$ cat src/hw/rtl/wam_pkg.sv
// shared constants, types and helpers for the windowed and running mean core
// no dependencies; imported by every module of the block except wam_div
`default_nettype none

package wam_pkg;

  localparam int SAMPLE_W       = 32;
  localparam int CFG_W          = 9;
  localparam int TOTAL_W        = 64;
  localparam int COUNT_W        = 32;
  localparam int WINDOW_MAX_DEF = 256;
  localparam int WINDOW_LEN_RST = 25;
  localparam int Q_DEPTH        = 2;

  typedef enum logic {
    F_IDLE,
    F_UPDATE
  } front_state_t;

  typedef enum logic {
    B_IDLE,
    B_RUN
  } back_state_t;

  // clamp a 64-bit signed value to the signed 32-bit range
  function automatic logic signed [SAMPLE_W-1:0] sat32(input logic signed [TOTAL_W-1:0] v);
    logic signed [SAMPLE_W-1:0] r;
    if (v > TOTAL_W'(64'sh0000_0000_7FFF_FFFF)) begin
      r = 32'sh7FFF_FFFF;
    end else if (v < $signed(64'hFFFF_FFFF_8000_0000)) begin
      r = $signed(32'h8000_0000);
    end else begin
      r = v[SAMPLE_W-1:0];
    end
    return r;
  endfunction

endpackage

`default_nettype wire

$ cat src/hw/rtl/wam_queue.sv
// short job queue between the front and back parts
// register based, Q_DEPTH entries; uses wam_pkg
`default_nettype none

module wam_queue
  import wam_pkg::*;
#(
  parameter int W = 128
) (
  input  wire logic         clk,
  input  wire logic         rst,
  input  wire logic         push,
  input  wire logic [W-1:0] push_data,
  output logic              full,
  input  wire logic         pop,
  output logic              empty,
  output logic [W-1:0]      head
);

  localparam int AW = (Q_DEPTH > 1) ? $clog2(Q_DEPTH) : 1;
  localparam int NW = $clog2(Q_DEPTH + 1);

  logic [W-1:0]  slots [Q_DEPTH];
  logic [AW-1:0] wr_ptr;
  logic [AW-1:0] rd_ptr;
  logic [NW-1:0] fill;

  assign full  = (fill == NW'(Q_DEPTH));
  assign empty = (fill == '0);
  assign head  = slots[rd_ptr];

  always_ff @(posedge clk) begin
    if (rst) begin
      wr_ptr <= '0;
      rd_ptr <= '0;
      fill   <= '0;
    end else begin
      if (push) begin
        wr_ptr <= (wr_ptr == AW'(Q_DEPTH - 1)) ? '0 : wr_ptr + AW'(1);
      end
      if (pop) begin
        rd_ptr <= (rd_ptr == AW'(Q_DEPTH - 1)) ? '0 : rd_ptr + AW'(1);
      end
      if (push && !pop) begin
        fill <= fill + NW'(1);
      end else if (pop && !push) begin
        fill <= fill - NW'(1);
      end
    end
  end

  always_ff @(posedge clk) begin
    if (push) begin
      slots[wr_ptr] <= push_data;
    end
  end

endmodule

`default_nettype wire

$ cat config.mk
export PLATFORM = sky130hd
export DESIGN_NAME = wam_queue
export DESIGN_NICKNAME = d
export VERILOG_FILES = /design/src/hw/rtl/wam_pkg.sv /design/src/hw/rtl/wam_queue.sv
export SDC_FILE = /design/constraint.sdc
export NUM_CORES = 1
export LEC_CHECK = 0
export CAP_MARGIN = 20
export CORE_MARGIN = 8
export CORE_UTILIZATION = 41
export CTS_BUF_LIST = sky130_fd_sc_hd__clkbuf_4 sky130_fd_sc_hd__clkbuf_8
export DETAILED_ROUTE_END_ITERATION = 8
export DONT_BUFFER_PORTS = 1
export GPL_ROUTABILITY_DRIVEN = 0
export GPL_TIMING_DRIVEN = 0
export PLACE_DENSITY_LB_ADDON = 0.1
export SYNTH_ARGS = -nofsm -noshare
export SYNTH_HDL_FRONTEND = slang
export SYNTH_SLANG_ARGS = --single-unit
$ cat constraint.sdc
create_clock -name clk -period 7.93 [get_ports clk]
set_input_delay 1.1895 -clock clk [delete_from_list [all_inputs] [get_ports clk]]
set_output_delay 1.1895 -clock clk [all_outputs]
set_load 0.005 [all_outputs]
Word-level counts from Yosys, hierarchy flattened
Memory sizes are Yosys's and may differ from the RTL's. A register that Yosys moved wholly into a read port is not among the register bits. Cells that the tools add are included. Widths: inputs -> output; s select.

Add/sub/neg operators: 4. Equality and inequality tests: 1. Muxes and demuxes: 8. Reductions and logical operators: 6.

Operators with widths (number): $mux 1 (6); $mux 2 (2); $add 1x1->1 const B (2); $add 2x1->2 const B (1); $eq 2x2->1 const B (1); $logic_and 1x1->1 (2); $logic_not 1->1 (2); $logic_not 2->1 (1); $reduce_bool 2->1 (1); $sub 2x1->2 const B (1).

Flip-flop bits (word level): 4. Bits in writable memories: 256. Bits of input ports: 132. Output and inout port bits: 130. Logic and storage cells: 23. Memories kept: 1.

Memory list: slots (words 2, width 128, rd ports 1, clocked after memory_dff 1, wr ports 1, line wam_queue.sv:23) `logic [W-1:0] slots [Q_DEPTH];`.

Depth between registers and ports, before layout
Depth in word-level cells: 4. Mapped depth: 5. Gate-level depth less buffers: 5.

Least setup slack after synthesis
No wires, ideal clock.

Path kind: input to register. From: input port push. To: memory slots[0][0], enable pin. Setup time: 0.632 ns. Arrival: 6.738 ns. Data required time: 7.298 ns. Path slack: 0.560 ns. Stages on the path: 1. Buffers on the path: 0. Cells stage by stage: nor2b_1.

Cells in the longest elaborated chain, start to end: 2.

Ends and longest elaborated chain: from (decl) (line wam_queue.sv:12) `input wire logic push,`; $mux 1 (line wam_queue.sv:53) `if (push) begin`; $mux 1 (implied by the code) (line wam_queue.sv:54) `slots[wr_ptr] <= push_data;`; to (decl) (line wam_queue.sv:23).

No other way between the ends.

==> summary.md <==
| Metric | Value |
|---|---|
| Yosys reg bits | between 200 and 300 |
| Initial antenna violation count | 0 |
| Number of global-route vias before repair | around 4300 |
| Power Density | ~270 nW/um^2 |
| Routed WL per cell | 23.9 um |
| Commonest cells post-synth | 256 x edfxtp_1, 128 x mux2_2, 13 x buf_6 |
| Post-synth ARST share | 0% |
| CTS Sinks | 261 |
| CTS tree | built |
| All-Layer GR Usage | 12.6% |
| First-pass GRT wire length | 26600 um |
| Peak supply drop | between 0.00015 and 0.0002 V |
| Grt ovf | 0 |
| Area share of the largest cell type after synthesis | roughly 81% |
| WL final | 18600 um |
| Cells after Synth | between 400 and 500 |
| CTS buffer count | a little over 40 |
| Placed insts | between 700 and 800 |
| Synth Cell Area | between 9000 and 10000 um^2 |
| Die Area | ~28000 um^2 |
| ANT cells | 0 |
| Via count | ~4000 |
| Reg2reg setup slack | 6.25 ns |
| Initial Utilization | about two fifths |
| Area growth, synth to finish | 13.2% |
| Slew margin rel. | 56.3% |
| Tmin final | 2.85 ns |
| Max cap viols | 0 |
| Root Buffer | clkbuf_8 |
| RSZ-0062 raised after global routing | no |
| Fillers | roughly 1900 |
| Post_cts resized | 0 |
| Finished Layout Cells | 779 |
| Sequential fraction of the synthesis area | around 82% |
| Max FO, Critical Path | 10 |
| Hold slack | ~0.52 ns |
| Main synth FF type | edfxtp_1 |
| EDFF count, synth | ~260 |
| Worst slew pin tran | 0.653 ns |
| Sequential cell area | between 7000 and 8000 um^2 |
| CTS clk-pin slew, worst paths | roughly 0.06 ns |
| YS warnings | 0 |
| Final HPWL DP | around 13000 um |
| Routed Antenna Nets | 0 |
| Status | complete, no violations |
| Final worst-path cycle share | between 30% and 40% |
| Worst Hold Class | reg -> reg |
| Bufs on Longest Clock Path | 3 |
| Crit path kind | reg -> out |
| Top post-synthesis cells by area | edfxtp_1 81%, mux2_2 15%, buf_6 1.5% |
| Post-synthesis net count | between 500 and 600 |
| Synth area leader | edfxtp_1 |
| Die Ht | about 170 um |
| # hold bufs at CTS | 0 |
| Vias per cell | 5.09 |
| Pin count of the biggest net entering global routing | between 50 and 60 |
| Worst path arrival time | 1.66 ns |
| Die X | roughly 170 um |
| Max-slew violations | 0 |
| Type of origin of the critical path | register |
| Leak | ~3.5 nW |
| Clock skew | between 0.005 and 0.006 ns |
| Distinct cells, synth | 16 |
| Final Setup Violations | 0 |
| Router iterations before antenna repair | 4 |
| Avg Cell Area, Syn | 22.6 um^2 |
| H-Tree Depth | 2 |
| Port Buf Inserts | 0 |
| DRC Markers | 0 |
| Crit path required time | roughly 6.7 ns |
| Clock Latency Late Sink | roughly 0.5 ns |
| First-iteration detailed-routing DRC count | approximately 150 |
| Final hold vios | 0 |
| Tot Pwr | around 2.9 mW |
| Fmax | roughly 350 MHz |
| Total core area | between 20000 and 25000 um^2 |
| # nets final | roughly 600 |
| Io pins | between 200 and 300 |
| Post-CTS Setup Repair Bufs | 0 |
| # rows | 55 |
| Area occupied by multi-input gates | between 1500 and 2000 um^2 |
| Most common cell in the netlist | edfxtp_1 |
| Share of cells above drive strength 1 | between 40% and 50% |
| CP Capture Type | output port |
## cells by family (layout without fill, tap and decap cells)
logic type      after synthesis  count (layout)  share of synthesized area (%)
mux                         128             128                           15.2
compound gates                2               2                          0.105
buf+inv                      15              89                           1.66
fa+ha+maj                     1               1                          0.132
simple gates                  9               9                          0.488
xor+xnor                      4               4                          0.369
flops                       261             261                           82.1
## layer usage
metal / global-route usage, % / share of wire [%] / vias to the layer above
li1: - / - / 1769
met1: 12.1 / 34 / 1955
met2: 20.8 / 48 / 196
met3: 9.24 / 16 / 42
met4: 4.50 / 1.9 / 0
met5: 0 / 0 / -
## power breakdown
part / internal, mW / leakage, nW / total, mW / switching, mW
clock network: 0.538 / 0.389 / 1.00 / 0.462
registers: 1.61 / 2.44 / 1.63 / 0.0174
logic: 0.104 / 0.697 / 0.231 / 0.127
## flip-flops by register name (all words and copies together), names as in the netlist, named ones only
name / cells
wr_ptr: 1
slots: 256
fill: 2
rd_ptr: 1
## critical path, stage by stage (launching register included)
cell     delay (ns)
dfxtp_1        0.34
buf_6          0.22
buf_6          0.19
mux2_2         0.39
## per-stage QoR
| stage | setup slack, ns | TNS (ns) | instance area (um^2) | util [%] |
|---|---|---|---|---|
| 2_1_floorplan | 0.560 | 0 | 9490 | - |
| 3_3_place_gp | -2.42 | -309.09 | 9850 | 43.4 |
| 3_5_place_dp | 5.39 | 0 | 10000 | 44.2 |
| 4_1_cts | 5.01 | 0 | 10700 | 47.3 |
| 5_1_grt | 4.99 | 0 | 10700 | 47.3 |
| 6_report | 5.08 | 0 | 10700 | 47.3 |
## worst paths after layout
check,start,end,depth (start not counted)
max,register,head[69],3
min,fill[1],fill[1],2
max reg2reg,wr_ptr,slots[0][34],3
min reg2reg,fill[1],fill[1],2
## layout make-up
type	count	share of cell area, %
Inverter	1	0.0349
Sequential cell	261	72.5
Timing Repair Buffer	7	1.58
Multi-Input combinational cell	144	14.5
Clock inverter	13	0.524
Tap cell	285	3.32
Buffer	14	1.43
Clock buffer	54	6.16
## layout by cell type, fill, tap and decap left out
master,n
a21oi_1,1
and2_4,1
and2b_2,1
buf_12,3
buf_16,4
buf_4,1
buf_6,13
clkbuf_4,13
clkbuf_8,41
clkinv_1,7
clkinv_2,6
dfxtp_1,5
edfxtp_1,256
ha_1,1
inv_1,1
mux2_2,128
nor2_1,5
nor2b_4,1
o21ai_0,1
or3_1,1
xnor2_1,2
xor2_1,2
No activity file was read; power rests on OpenSTA's default activity.
